**src/rtl/ascu_pkg.sv**
```systemverilog
// shared types, constants and helpers for the audio sync sample correction unit
// no dependencies; every other file imports this package
package ascu_pkg;

  // field widths
  localparam int N_W    = 16;
  localparam int CLK_W  = 48;
  localparam int WANT_W = 17;
  localparam int DIFF_W = 49;
  localparam int SUM_W  = 56;
  localparam int CNT_W  = 5;
  localparam int COEF_W = 16;
  localparam int THR_W  = 32;
  localparam int RATE_W = 19;
  localparam int FRAC_W = 16;

  // shared multiplier: 56-bit operand in two 28-bit chunks times a 19-bit operand
  localparam int MUL_A_W     = 56;
  localparam int MUL_CHUNK_W = 28;
  localparam int MUL_B_W     = 19;
  localparam int PROD_W      = MUL_CHUNK_W + MUL_B_W;
  localparam int ACC_W       = MUL_A_W + MUL_B_W;
  localparam int ACCQ_W      = ACC_W - FRAC_W;

  // config port
  localparam int ADDR_W = 5;
  localparam int DATA_W = 32;

  localparam int AVG_MEASURES_DEF = 20;

  localparam logic [COEF_W-1:0] COEF_RST   = COEF_W'(52016);
  localparam logic [THR_W-1:0]  CORR_RST   = THR_W'(1311);
  localparam logic [THR_W-1:0]  NOSYNC_RST = THR_W'(655360);
  localparam logic [RATE_W-1:0] RATE_RST   = RATE_W'(48000);

  // floor(x/10) for x below 2^20: multiply by ceil(2^23/10), keep the bits from 23 up
  localparam int DIV_IN_W     = 20;
  localparam int DIV_SHIFT    = 23;
  localparam int DIV_PROD_W   = 40;
  localparam logic [DIV_IN_W-1:0] DIV10_RECIP = DIV_IN_W'(838861);

  typedef enum logic [2:0] {
    REG_MASTER     = 3'd0,
    REG_COEF       = 3'd1,
    REG_CORR_THR   = 3'd2,
    REG_NOSYNC_THR = 3'd3,
    REG_RATE       = 3'd4
  } reg_idx_t;

  typedef struct packed {
    logic              master;
    logic [COEF_W-1:0] coef;
    logic [THR_W-1:0]  corr_thr;
    logic [THR_W-1:0]  nosync_thr;
    logic [RATE_W-1:0] rate;
  } cfg_t;

  // microcode fields
  typedef enum logic [1:0] {MUL_NONE, MUL_LO, MUL_HI} mul_op_t;
  typedef enum logic {A_SUM, A_DIFF} a_sel_t;
  typedef enum logic [1:0] {B_COEF, B_COMPL, B_RATE} b_sel_t;
  typedef enum logic [3:0] {
    ACT_NOP, ACT_DIFF, ACT_ABS, ACT_CHECK, ACT_UPDATE, ACT_MAG, ACT_THRESH, ACT_CLIP, ACT_DONE
  } act_t;
  typedef enum logic [2:0] {JMP_NONE, JMP_MASTER, JMP_NOSYNC, JMP_COUNTING, JMP_BELOW} jmp_t;

  localparam int STEP_W = 4;

  localparam logic [STEP_W-1:0] ST_DIFF   = 4'd0;
  localparam logic [STEP_W-1:0] ST_ABS    = 4'd1;
  localparam logic [STEP_W-1:0] ST_CHECK  = 4'd2;
  localparam logic [STEP_W-1:0] ST_PM_LO  = 4'd3;
  localparam logic [STEP_W-1:0] ST_PM_HI  = 4'd4;
  localparam logic [STEP_W-1:0] ST_UPDATE = 4'd5;
  localparam logic [STEP_W-1:0] ST_MAG    = 4'd6;
  localparam logic [STEP_W-1:0] ST_AM_LO  = 4'd7;
  localparam logic [STEP_W-1:0] ST_AM_HI  = 4'd8;
  localparam logic [STEP_W-1:0] ST_THRESH = 4'd9;
  localparam logic [STEP_W-1:0] ST_SM_LO  = 4'd10;
  localparam logic [STEP_W-1:0] ST_SM_HI  = 4'd11;
  localparam logic [STEP_W-1:0] ST_CLIP   = 4'd12;
  localparam logic [STEP_W-1:0] ST_DONE   = 4'd13;

  typedef struct packed {
    act_t              act;
    mul_op_t           mul;
    a_sel_t            a_sel;
    b_sel_t            b_sel;
    jmp_t              jmp;
    logic [STEP_W-1:0] target;
  } uword_t;

  function automatic logic [WANT_W-1:0] div10(input logic [DIV_IN_W-1:0] x);
    logic [DIV_PROD_W-1:0] p;
    p = DIV_PROD_W'(x) * DIV_PROD_W'(DIV10_RECIP);
    return p[DIV_SHIFT +: WANT_W];
  endfunction

endpackage

```
**src/rtl/ascu_if.sv**
```systemverilog
// request channels of the audio sync sample correction unit
// depends on ascu_pkg for field widths
interface ascu_in_if import ascu_pkg::*; ();
  logic                    valid;
  logic                    ready;
  logic [N_W-1:0]          frame_samples;
  logic signed [CLK_W-1:0] audio_clock;
  logic signed [CLK_W-1:0] master_clock;
  logic                    clocks_valid;

  modport source (output valid, frame_samples, audio_clock, master_clock, clocks_valid,
                  input ready);
  modport sink (input valid, frame_samples, audio_clock, master_clock, clocks_valid,
                output ready);
endinterface

interface ascu_out_if import ascu_pkg::*; ();
  logic              valid;
  logic              ready;
  logic [WANT_W-1:0] wanted_samples;

  modport source (output valid, wanted_samples, input ready);
  modport sink (input valid, wanted_samples, output ready);
endinterface

```
**src/rtl/ascu_cfg.sv**
```systemverilog
// apb-style configuration registers
// depends on ascu_pkg for register indexes, reset values and cfg_t
module ascu_cfg import ascu_pkg::*; (
  input  logic              clk,
  input  logic              rst,
  input  logic              psel,
  input  logic              penable,
  input  logic              pwrite,
  input  logic [ADDR_W-1:0] paddr,
  input  logic [DATA_W-1:0] pwdata,
  output logic [DATA_W-1:0] prdata,
  output logic              pready,
  output cfg_t              cfg
);

  reg_idx_t idx;
  logic     wr;

  assign idx    = reg_idx_t'(paddr[ADDR_W-1:2]);
  assign wr     = psel && penable && pwrite;
  assign pready = 1'b1;

  always_ff @(posedge clk) begin
    if (rst) begin
      cfg.master     <= 1'b0;
      cfg.coef       <= COEF_RST;
      cfg.corr_thr   <= CORR_RST;
      cfg.nosync_thr <= NOSYNC_RST;
      cfg.rate       <= RATE_RST;
    end else if (wr) begin
      case (idx)
        REG_MASTER:     cfg.master     <= pwdata[0];
        REG_COEF:       cfg.coef       <= pwdata[COEF_W-1:0];
        REG_CORR_THR:   cfg.corr_thr   <= pwdata[THR_W-1:0];
        REG_NOSYNC_THR: cfg.nosync_thr <= pwdata[THR_W-1:0];
        REG_RATE:       cfg.rate       <= pwdata[RATE_W-1:0];
        default: ;
      endcase
    end
  end

  always_comb begin
    case (idx)
      REG_MASTER:     prdata = DATA_W'(cfg.master);
      REG_COEF:       prdata = DATA_W'(cfg.coef);
      REG_CORR_THR:   prdata = cfg.corr_thr;
      REG_NOSYNC_THR: prdata = cfg.nosync_thr;
      REG_RATE:       prdata = DATA_W'(cfg.rate);
      default:        prdata = '0;
    endcase
  end

endmodule

```
**src/rtl/ascu_rom.sv**
```systemverilog
// microcode program: one control word per step
// depends on ascu_pkg for uword_t and step addresses
module ascu_rom import ascu_pkg::*; (
  input  logic [STEP_W-1:0] step,
  output uword_t            uw
);

  always_comb begin
    unique case (step)
      ST_DIFF:   uw = '{ACT_DIFF,   MUL_NONE, A_SUM,  B_COEF,  JMP_MASTER,   ST_DONE};
      ST_ABS:    uw = '{ACT_ABS,    MUL_NONE, A_SUM,  B_COEF,  JMP_NONE,     ST_DONE};
      ST_CHECK:  uw = '{ACT_CHECK,  MUL_NONE, A_SUM,  B_COEF,  JMP_NOSYNC,   ST_DONE};
      ST_PM_LO:  uw = '{ACT_NOP,    MUL_LO,   A_SUM,  B_COEF,  JMP_NONE,     ST_DONE};
      ST_PM_HI:  uw = '{ACT_NOP,    MUL_HI,   A_SUM,  B_COEF,  JMP_NONE,     ST_DONE};
      ST_UPDATE: uw = '{ACT_UPDATE, MUL_NONE, A_SUM,  B_COEF,  JMP_COUNTING, ST_DONE};
      ST_MAG:    uw = '{ACT_MAG,    MUL_NONE, A_SUM,  B_COEF,  JMP_NONE,     ST_DONE};
      ST_AM_LO:  uw = '{ACT_NOP,    MUL_LO,   A_SUM,  B_COMPL, JMP_NONE,     ST_DONE};
      ST_AM_HI:  uw = '{ACT_NOP,    MUL_HI,   A_SUM,  B_COMPL, JMP_NONE,     ST_DONE};
      ST_THRESH: uw = '{ACT_THRESH, MUL_NONE, A_SUM,  B_COEF,  JMP_BELOW,    ST_DONE};
      ST_SM_LO:  uw = '{ACT_NOP,    MUL_LO,   A_DIFF, B_RATE,  JMP_NONE,     ST_DONE};
      ST_SM_HI:  uw = '{ACT_NOP,    MUL_HI,   A_DIFF, B_RATE,  JMP_NONE,     ST_DONE};
      ST_CLIP:   uw = '{ACT_CLIP,   MUL_NONE, A_SUM,  B_COEF,  JMP_NONE,     ST_DONE};
      default:   uw = '{ACT_DONE,   MUL_NONE, A_SUM,  B_COEF,  JMP_NONE,     ST_DONE};
    endcase
  end

endmodule

```
**src/rtl/ascu_mul.sv**
```systemverilog
// shared chunked multiplier with product accumulator
// depends on ascu_pkg for operand widths and mul_op_t
module ascu_mul import ascu_pkg::*; (
  input  logic               clk,
  input  mul_op_t            op,
  input  logic [MUL_A_W-1:0] a,
  input  logic [MUL_B_W-1:0] b,
  output logic [ACC_W-1:0]   acc
);

  logic [MUL_CHUNK_W-1:0] chunk;
  logic [PROD_W-1:0]      prod;

  assign chunk = (op == MUL_HI) ? a[MUL_A_W-1:MUL_CHUNK_W] : a[MUL_CHUNK_W-1:0];
  assign prod  = PROD_W'(chunk) * PROD_W'(b);

  always_ff @(posedge clk) begin
    unique case (op)
      MUL_LO:  acc <= ACC_W'(prod);
      MUL_HI:  acc <= acc + {prod, {MUL_CHUNK_W{1'b0}}};
      default: ;
    endcase
  end

endmodule

```
**src/rtl/ascu_core.sv**
```systemverilog
// step counter, filter state and datapath driven by the microcode word
// depends on ascu_pkg, the channel interfaces in ascu_if and ascu_mul
module ascu_core import ascu_pkg::*; #(
  parameter int AVERAGE_MEASURES = AVG_MEASURES_DEF
) (
  input  logic              clk,
  input  logic              rst,
  input  cfg_t              cfg,
  input  uword_t            uw,
  output logic [STEP_W-1:0] step,
  ascu_in_if.sink           frame,
  ascu_out_if.source        result
);

  logic busy;
  logic res_valid;
  logic out_free;
  logic take;

  logic [N_W-1:0]          n;
  logic signed [CLK_W-1:0] aclk;
  logic signed [CLK_W-1:0] mclk;
  logic                    cvalid;
  logic [DIFF_W-1:0]       diff;
  logic [DIFF_W-1:0]       dmag;
  logic                    dneg;
  logic [SUM_W-1:0]        sum;
  logic [SUM_W-1:0]        smag;
  logic                    sneg;
  logic [CNT_W-1:0]        cnt;
  logic [WANT_W-1:0]       lo;
  logic [WANT_W-1:0]       hi;
  logic [WANT_W-1:0]       wanted;
  logic [WANT_W-1:0]       res_data;

  mul_op_t            mop;
  logic [MUL_A_W-1:0] ma;
  logic [MUL_B_W-1:0] mb;
  logic [ACC_W-1:0]   acc;
  logic [ACCQ_W-1:0]  acc_q;

  logic [SUM_W-1:0]        sum_mag;
  logic signed [59:0]      s_wide;
  logic [SUM_W-1:0]        sum_sat;
  logic [DIV_IN_W-1:0]     n9;
  logic [DIV_IN_W-1:0]     n11;
  logic signed [60:0]      w_wide;
  logic signed [60:0]      lo_wide;
  logic signed [60:0]      hi_wide;
  logic [WANT_W-1:0]       clip_val;

  assign frame.ready           = !busy && !rst;
  assign result.valid          = res_valid;
  assign result.wanted_samples = res_data;
  assign out_free              = !res_valid || result.ready;

  // shared multiplier operands
  assign mop   = busy ? uw.mul : MUL_NONE;
  assign ma    = (uw.a_sel == A_DIFF) ? MUL_A_W'(dmag) : smag;
  assign acc_q = acc[ACC_W-1:FRAC_W];

  always_comb begin
    unique case (uw.b_sel)
      B_COEF:  mb = MUL_B_W'(cfg.coef);
      B_COMPL: mb = MUL_B_W'(17'h10000 - {1'b0, cfg.coef});
      B_RATE:  mb = cfg.rate;
      default: mb = '0;
    endcase
  end

  ascu_mul u_mul (
    .clk (clk),
    .op  (mop),
    .a   (ma),
    .b   (mb),
    .acc (acc)
  );

  // jump conditions
  always_comb begin
    unique case (uw.jmp)
      JMP_MASTER:   take = cfg.master;
      JMP_NOSYNC:   take = !cvalid || (dmag >= DIFF_W'(cfg.nosync_thr));
      JMP_COUNTING: take = cnt < CNT_W'(AVERAGE_MEASURES);
      JMP_BELOW:    take = acc_q < ACCQ_W'(cfg.corr_thr);
      default:      take = 1'b0;
    endcase
  end

  // filter update with saturation to the sum range
  assign sum_mag = sum[SUM_W-1] ? (~sum + 1'b1) : sum;
  assign s_wide  = 60'(signed'(diff)) +
                   (sneg ? -$signed({1'b0, acc_q}) : $signed({1'b0, acc_q}));

  always_comb begin
    if (s_wide[59:SUM_W-1] == '0 || s_wide[59:SUM_W-1] == '1) begin
      sum_sat = s_wide[SUM_W-1:0];
    end else if (s_wide[59]) begin
      sum_sat = {1'b1, {(SUM_W-1){1'b0}}};
    end else begin
      sum_sat = {1'b0, {(SUM_W-1){1'b1}}};
    end
  end

  // clip bounds n*9/10 and n*11/10
  assign n9  = DIV_IN_W'(n) + DIV_IN_W'({n, 3'b000});
  assign n11 = DIV_IN_W'(n) + DIV_IN_W'({n, 1'b0}) + DIV_IN_W'({n, 3'b000});

  assign w_wide  = $signed(61'(n)) +
                   (dneg ? -$signed({2'b00, acc_q}) : $signed({2'b00, acc_q}));
  assign lo_wide = $signed(61'(lo));
  assign hi_wide = $signed(61'(hi));

  always_comb begin
    if (w_wide < lo_wide) begin
      clip_val = lo;
    end else if (w_wide > hi_wide) begin
      clip_val = hi;
    end else begin
      clip_val = w_wide[WANT_W-1:0];
    end
  end

  // control and filter state
  always_ff @(posedge clk) begin
    if (rst) begin
      busy      <= 1'b0;
      step      <= ST_DIFF;
      res_valid <= 1'b0;
      sum       <= '0;
      cnt       <= '0;
    end else begin
      // output register: load a finished request, else drain on ready
      if (busy && uw.act == ACT_DONE && out_free) begin
        res_valid <= 1'b1;
      end else if (result.ready) begin
        res_valid <= 1'b0;
      end
      if (!busy) begin
        if (frame.valid) begin
          busy <= 1'b1;
          step <= ST_DIFF;
        end
      end else begin
        if (uw.act == ACT_DONE) begin
          if (out_free) begin
            busy <= 1'b0;
          end
        end else if (take) begin
          step <= uw.target;
        end else begin
          step <= step + 1'b1;
        end
        if (uw.act == ACT_CHECK && take) begin
          sum <= '0;
          cnt <= '0;
        end
        if (uw.act == ACT_UPDATE) begin
          sum <= sum_sat;
          if (take) begin
            cnt <= cnt + 1'b1;
          end
        end
      end
    end
  end

  // payload
  always_ff @(posedge clk) begin
    if (frame.valid && !busy) begin
      n      <= frame.frame_samples;
      aclk   <= frame.audio_clock;
      mclk   <= frame.master_clock;
      cvalid <= frame.clocks_valid;
    end
    if (busy) begin
      unique case (uw.act)
        ACT_DIFF: begin
          diff <= DIFF_W'(aclk) - DIFF_W'(mclk);
          smag <= sum_mag;
          sneg <= sum[SUM_W-1];
        end
        ACT_ABS: begin
          dmag <= diff[DIFF_W-1] ? (~diff + 1'b1) : diff;
          dneg <= diff[DIFF_W-1];
        end
        ACT_MAG: begin
          smag <= sum_mag;
          sneg <= sum[SUM_W-1];
        end
        ACT_THRESH: begin
          lo <= div10(n9);
          hi <= div10(n11);
        end
        ACT_CLIP: wanted <= clip_val;
        ACT_DONE: begin
          if (out_free) begin
            res_data <= wanted;
          end
        end
        default: ;
      endcase
      if (take) begin
        wanted <= WANT_W'(n);
      end
    end
  end

endmodule

```
**src/rtl/audio_sync_sample_correction_unit.sv**
```systemverilog
// top level of the audio sync sample correction unit
// depends on ascu_pkg, ascu_if, ascu_cfg, ascu_rom, ascu_core (and ascu_mul inside it)
//
//   channel   dir   protocol         carries
//   -------   ---   --------------   ---------------------------------------------
//   frame     in    valid / ready    frame_samples, audio_clock, master_clock,
//                                    clocks_valid
//   result    out   valid / ready    wanted_samples
//   apb       in    psel / penable   five config registers at byte address 4*index
//
// one request at a time; frame.ready is high whenever the sequencer is idle and
//   out of reset
// the length of a request, counted from acceptance to the next possible acceptance,
//   depends on its path: audio is master, the filter is cleared, the filter is
//   still gathering measures, the averaged error is below threshold, or a full
//   correction; the step count of the microcode program through the one shared
//   28x19 multiplier (two passes per product) sets it
// the result sits in an output register; a stalled result only holds the
//   sequencer in its final step, a new request is still taken once it moves on
// rst is synchronous and active high; it clears the filter sum, the measure count,
//   the sequencer and restores the register defaults
module audio_sync_sample_correction_unit import ascu_pkg::*; #(
  parameter int AVERAGE_MEASURES = AVG_MEASURES_DEF
) (
  input  logic              clk,
  input  logic              rst,
  input  logic              psel,
  input  logic              penable,
  input  logic              pwrite,
  input  logic [ADDR_W-1:0] paddr,
  input  logic [DATA_W-1:0] pwdata,
  output logic [DATA_W-1:0] prdata,
  output logic              pready,
  ascu_in_if.sink           frame,
  ascu_out_if.source        result
);

  cfg_t              cfg;     // live register values
  uword_t            uw;      // control word of the current step
  logic [STEP_W-1:0] step;    // microcode step counter

  // register file behind the apb port
  ascu_cfg u_cfg (
    .clk     (clk),
    .rst     (rst),
    .psel    (psel),
    .penable (penable),
    .pwrite  (pwrite),
    .paddr   (paddr),
    .pwdata  (pwdata),
    .prdata  (prdata),
    .pready  (pready),
    .cfg     (cfg)
  );

  // program store: diff, abs, nosync check, filter product, update, magnitude,
  // average product, threshold, rate product, clip, deliver
  ascu_rom u_rom (
    .step (step),
    .uw   (uw)
  );

  // sequencer and datapath
  ascu_core #(
    .AVERAGE_MEASURES (AVERAGE_MEASURES)
  ) u_core (
    .clk    (clk),
    .rst    (rst),
    .cfg    (cfg),
    .uw     (uw),
    .step   (step),
    .frame  (frame),
    .result (result)
  );

endmodule

```
**src/flat_wrapper.sv**
```systemverilog
// flat-port wrapper written by rule: the top's interface ports become plain ports
module audio_sync_sample_correction_unit_flat import ascu_pkg::*;
#(
  parameter int AVERAGE_MEASURES = AVG_MEASURES_DEF
)
  (clk, rst, psel, penable, pwrite, paddr, pwdata, prdata, pready, frame_valid, frame_frame_samples, frame_audio_clock, frame_master_clock, frame_clocks_valid, frame_ready, result_valid, result_wanted_samples, result_ready);
  ascu_in_if frame_i ();
  ascu_out_if result_i ();
  input  logic clk;
  input  logic rst;
  input  logic psel;
  input  logic penable;
  input  logic pwrite;
  input  logic [ADDR_W-1:0] paddr;
  input  logic [DATA_W-1:0] pwdata;
  output logic [DATA_W-1:0] prdata;
  output logic pready;
  input wire logic [$bits(frame_i.valid)-1:0] frame_valid;
  input wire logic [$bits(frame_i.frame_samples)-1:0] frame_frame_samples;
  input wire logic [$bits(frame_i.audio_clock)-1:0] frame_audio_clock;
  input wire logic [$bits(frame_i.master_clock)-1:0] frame_master_clock;
  input wire logic [$bits(frame_i.clocks_valid)-1:0] frame_clocks_valid;
  output wire logic [$bits(frame_i.ready)-1:0] frame_ready;
  output wire logic [$bits(result_i.valid)-1:0] result_valid;
  output wire logic [$bits(result_i.wanted_samples)-1:0] result_wanted_samples;
  input wire logic [$bits(result_i.ready)-1:0] result_ready;
  assign frame_i.valid = frame_valid;
  assign frame_i.frame_samples = frame_frame_samples;
  assign frame_i.audio_clock = frame_audio_clock;
  assign frame_i.master_clock = frame_master_clock;
  assign frame_i.clocks_valid = frame_clocks_valid;
  assign frame_ready = frame_i.ready;
  assign result_valid = result_i.valid;
  assign result_wanted_samples = result_i.wanted_samples;
  assign result_i.ready = result_ready;
  audio_sync_sample_correction_unit #(.AVERAGE_MEASURES(AVERAGE_MEASURES)) u_core (.clk(clk), .rst(rst), .psel(psel), .penable(penable), .pwrite(pwrite), .paddr(paddr), .pwdata(pwdata), .prdata(prdata), .pready(pready), .frame(frame_i), .result(result_i));
endmodule
```
**config.mk**
```make
export PLATFORM = sky130hd
export DESIGN_NAME = audio_sync_sample_correction_unit_flat
export DESIGN_NICKNAME = d
export VERILOG_FILES = /design/src/rtl/ascu_pkg.sv /design/src/rtl/ascu_if.sv /design/src/rtl/ascu_cfg.sv /design/src/rtl/ascu_rom.sv /design/src/rtl/ascu_mul.sv /design/src/rtl/ascu_core.sv /design/src/rtl/audio_sync_sample_correction_unit.sv /design/src/flat_wrapper.sv
export SDC_FILE = /design/constraint.sdc
export NUM_CORES = 2
export LEC_CHECK = 0
export BUFFER_PORTS_ARGS = -buffer_cell sky130_fd_sc_hd__buf_2
export CORE_ASPECT_RATIO = 1.1
export CORE_MARGIN = 2
export CORE_UTILIZATION = 50
export CTS_BUF_LIST = sky130_fd_sc_hd__clkbuf_16
export DETAILED_ROUTE_END_ITERATION = 7
export GPL_ROUTABILITY_DRIVEN = 0
export HOLD_SLACK_MARGIN = 0.12
export PLACE_DENSITY = 0.7
export SYNTH_ARGS = -nofsm -noshare
export SYNTH_HDL_FRONTEND = slang
export SYNTH_HIERARCHICAL = 1
export SYNTH_SLANG_ARGS = --single-unit
```
**constraint.sdc**
```tcl
create_clock -name clk -period 11.8 [get_ports clk]
set_input_delay 0.59 -clock clk [delete_from_list [all_inputs] [get_ports clk]]
set_output_delay 0.59 -clock clk [all_outputs]
set_load 0.01 [all_outputs]
```
-- Word-level counts from Yosys, hierarchy flattened
Memory sizes are Yosys's and may differ from the RTL's. A register that Yosys moved wholly into a read port is not among the register bits.
Cells that the tools add are included.
Widths: inputs -> output; s select.
- memories: 1
- register bits: 579
- memory bits (read-only): 192
- output and inout bits: 52
- bits of input ports: 157
- word-level logic and storage cells: 144
- multipliers: 3
- magnitude comparators: 5
- bitwise logic cells: 2
- reduce and logical (&&, ||, !) cells: 36
- $add $sub $neg: 14
- multiplexer cells: 34
- equal/unequal tests: 22
- memories (name ; depth ; width ; read ports ; clocked after Yosys merged registers in ; write ports ; line ; RTL):
    (no name shown) ; 16 ; 12 ; 1 ; 1 ; 0 ; ascu_rom.sv:9 ; unique case (step)
- operator list (cell ; number):
    $mux 56 ; 5
    $pmux 32 s5 ; 1
    $pmux 75 s2 ; 1
    $mul 20x20->40 const B ; 2
    $add 75x75->75 ; 1
    $add 17x61->61 ; 1
    $gt 61x18->1 ; 1
    $lt 61x18->1 ; 1
    $mux 61 ; 1
    $neg 59->61 ; 1
    $add 49x60->60 ; 1
    $mux 60 ; 1
    $neg 59->60 ; 1
    $lt 59x32->1 ; 1
    $pmux 19 s3 ; 1
    $add 56x1->56 const B ; 1
    $not 56->56 ; 1
    $mux 55 ; 1
    $mux 17 ; 3
    $add 49x1->49 const B ; 1
    $ge 49x32->1 ; 1
    $not 49->49 ; 1
    $sub 48x48->49 ; 1
    $mux 48 ; 1
    36 further kinds ; 85

-- Longest topological paths before layout
- word-level depth: 8
- depth in mapped cells: 44
- depth with buffers taken out: 41

-- Hierarchy
Netlist, hierarchy kept.
- by module, submodules not included (module ; area each (um^2) ; seq. area each (um^2) ; instances ; cells an instance):
    ascu_core ; 44938.1 ; 11461.0 ; 1 ; 4631
    ascu_mul ; 22830.6 ; 2252.2 ; 1 ; 2595
    ascu_cfg ; 4853.4 ; 2001.9 ; 1 ; 540
    ascu_rom ; 292.8 ; 0.0 ; 1 ; 42

-- Worst setup path before layout
OpenSTA, ideal clock, no wires.
- kind: register -> register
- from: register u_core.u_core.n[0]
- to: register u_core.u_core.hi[16], data pin
- arrival: 10.160 ns
- required time: 11.540 ns
- stages on the path, launching flop included: 41
- clock period less this slack: 10.420 ns
- path buffers: 0
- slack: 1.380 ns
- setup time: 0.260 ns
- cells stage by stage: edfxtp_1 > fa_1 > fa_1 > a21o_1 > a21oi_1 > o21bai_1 > a21oi_1 > o21bai_1 > a21oi_1 > o21bai_1 > a21oi_1 > o21bai_1 > a21oi_1 > nor2b_1 > o31a_1 > a21oi_1 > ha_1 > fa_1 > [5 not listed] > fa_1 > inv_1 > fa_1 > inv_1 > ha_1 > and4_1 > a221o_1 > or3b_2 > a41oi_1 > o31ai_1 > o211ai_1 > a311oi_1 > o21ai_0 > a21boi_0 > o21a_1 > o21a_1 > nor2_1 > xnor2_1
- word-level cells in the longest chain between the ends: 3
- ends and longest elaborated chain (what ; line ; RTL):
    start: declaration ; ascu_core.sv:20 ; logic [N_W-1:0] n;
    start signal: assignment ; ascu_core.sv:171 ; n <= frame.frame_samples;
    $add 16x17->18 ; ascu_core.sv:107 ; assign n11 = DIV_IN_W'(n) + DIV_IN_W'({n, 1'b0}) + DIV_IN_W'({n, 3'b000});
    $add 18x19->20 * ; ascu_core.sv:107 ;
    $mul 20x20->40 * ; ascu_pkg.sv:95 ; p = DIV_PROD_W'(x) * DIV_PROD_W'(DIV10_RECIP);
    end signal: assignment ; ascu_core.sv:193 ; hi <= div10(n11);
    end: declaration ; ascu_core.sv:32 ; logic [WANT_W-1:0] hi;
Mark *: on every way between the ends. The rest lies on a longest branch, timed or not.
A chain may end at the register's enable or synchronous reset.

==> results.json <==
{
  "crit_top_cell": "fa_1",
  "fin_nets": 9682,
  "finalSetupTns_ns": 0,
  "fill_cells": 12700,
  "synthCells": 7775,
  "clock-root-buffer": "clkbuf_16",
  "netlist_area_um2": 72300,
  "setup_viol": 0,
  "cpPeakStageDelay_ns": 0.57,
  "place_area_um2": 75400,
  "cts_buffers": 66,
  "max_freq_mhz": 88.5,
  "clk_pin_slew_ns": 0.06,
  "min_path_type": "in2reg",
  "hold_viol_final": 0,
  "dieArea_um2": 148000,
  "dr.first_iter.drc_count": 4858,
  "cts_max_level": 3,
  "clock-skew-final_ns": 0.0483,
  "syn_area_per_cell_um2": 9.30,
  "grt_usage_pct": 28.7,
  "slowest_stage": "o22ai_2",
  "worstMarginPinSlew_ns": 1.31,
  "clock_sinks": 563,
  "fin_area_um2": 78800,
  "critPathLaunchType": "register",
  "coreArea_um2": 144000,
  "insertion_delay_ns": 0.70,
  "slew_headroom_pct": 11.8,
  "grt_start_max_net_pins": 111,
  "crit_buf_inv": 7,
  "grt_pass1_vias": 58900,
  "drc": 0,
  "wl_per_cell_um": 21.5,
  "first_pass_iters": 6,
  "fin_crit_sh_pct": 95.8,
  "routed_wl_um": 214000,
  "grt_setup_unrepaired": "false",
  "fp.dieH_um": 403,
  "regArea_um2": 15200,
  "via_count": 58100,
  "drv_slew": 0,
  "multi_input_area_um2": 51200,
  "crit_fanout": 22,
  "rows": 146,
  "critPathCaptureType": "register",
  "layout_min_cycle_time_ns": 11.30,
  "fp.dieW_um": 367,
  "cp.required_ns": 12.23,
  "antenna_found_initial": 9,
  "yosys_warnings": 6,
  "grt_overflow": 0,
  "vias_per_cell": 5.84,
  "drive_gt1_share_pct": 7.67,
  "clockBufferDepth": 3,
  "outcome": "finished, final reports clean",
  "grt_first_pass_wirelength_um": 331000,
  "port_buffers": 205,
  "pin_count": 209,
  "cts_tree": "yes",
  "arrival_ns": 11.74,
  "criticalPathCategory": "reg2reg",
  "ant_nets": 0,
  "cpLargestDelayFamily": "adder cells",
  "syn_to_final_growth_pct": 8.94,
  "hpwl_um": 170000,
  "maxCapViolCount": 0,
  "start_util_pct": 50.3
}
sequential cells by signal, summed over array words and instances, names as in the netlist, 5 cells and up:
name and flops:
u_core/u_core/dmag 49, u_core/u_core/n 16, u_core/u_core/cnt 5, u_core/u_core/sum 56, u_core/u_core/diff 49, u_core/u_core/smag 56
u_core/u_core/lo 17, u_core/u_core/hi 17, u_core/u_core/result.wanted_samples 17, u_core/u_core/wanted 17, u_core/u_core/mclk 48, u_core/u_cfg/cfg 100
u_core/u_core/aclk 48, u_core/u_core/u_mul/acc 59
metal layers:
| metal | vias to the layer above | routed length (um) | track usage, % |
|---|---|---|---|
| li1 | 26500 | - | - |
| met1 | 28500 | 82900 | 34.9 |
| met2 | 2411 | 102000 | 48.7 |
| met3 | 672 | 15200 | 4.46 |
| met4 | 8 | 13800 | 16.1 |
| met5 | - | 108 | 0 |
through the flow:
stage / hold slack [ns] / utilization, % / instances / worst slack (ns)
after detailed placement: 0.405 / 52.4 / 9694 / 0.681
after floorplan: 0.400 / - / 7777 / 1.38
after global routing: 0.119 / 54.8 / 9932 / 0.0301
after CTS: 0.121 / 54.7 / 9923 / 0.609
final: 0.141 / 54.8 / 9938 / 0.499
after global placement: 0.403 / 52.4 / 9694 / 0.775
repair_timing:
action	in CTS	in global routing
hold buffers	107	2
setup buffers	0	2
resized for setup	0	4
hold endpoints to repair	107	2
endpoints found under the setup margin	0	3
final timing paths:
kind | endpoint | slack [ns] | cells after the start | startpoint
worst min-delay path | u_core/u_core/aclk[21]$_DFFE_PP_ | 0.14 | 1 | frame_audio_clock[21]
worst min register to register | u_core/u_core/result.wanted_samples[0]$_DFFE_PP_ | 0.42 | 0 | u_core/u_core/wanted[0]$_DFFE_PP_
worst max-delay path | u_core/u_core/u_mul/acc[74]$_SDFFCE_PN0P_ | 0.50 | 37 | u_core/u_core/step[1]$_SDFFE_PP0P_
worst max register to register | u_core/u_core/u_mul/acc[74]$_SDFFCE_PN0P_ | 0.50 | 37 | u_core/u_core/step[1]$_SDFFE_PP0P_
cell usage in the layout (no fill, tap or decap), types with 241 or more instances in the layout:
cell type  count
inv_1       1319
nor2_1       300
nand2_1      663
a21oi_1      307
edfxtp_1     396
o21ai_0      279
ha_1         837
xnor2_1      365
fa_1         737
and2_1       241
final cells by class:
| class | instances | share of cell area [%] |
|---|---|---|
| Timing Repair Buffer | 403 | 3.55 |
| Multi-Input combinational cell | 5608 | 64.9 |
| Antenna cell | 10 | 0.0318 |
| Inverter | 1308 | 6.23 |
| Clock inverter | 54 | 0.703 |
| Clock buffer | 68 | 2.16 |
| Tap cell | 1924 | 3.06 |
| Sequential cell | 563 | 19.3 |
Power is not shown: default switching activity piles up to over one toggle a cycle in this logic, so the estimate is an artifact.
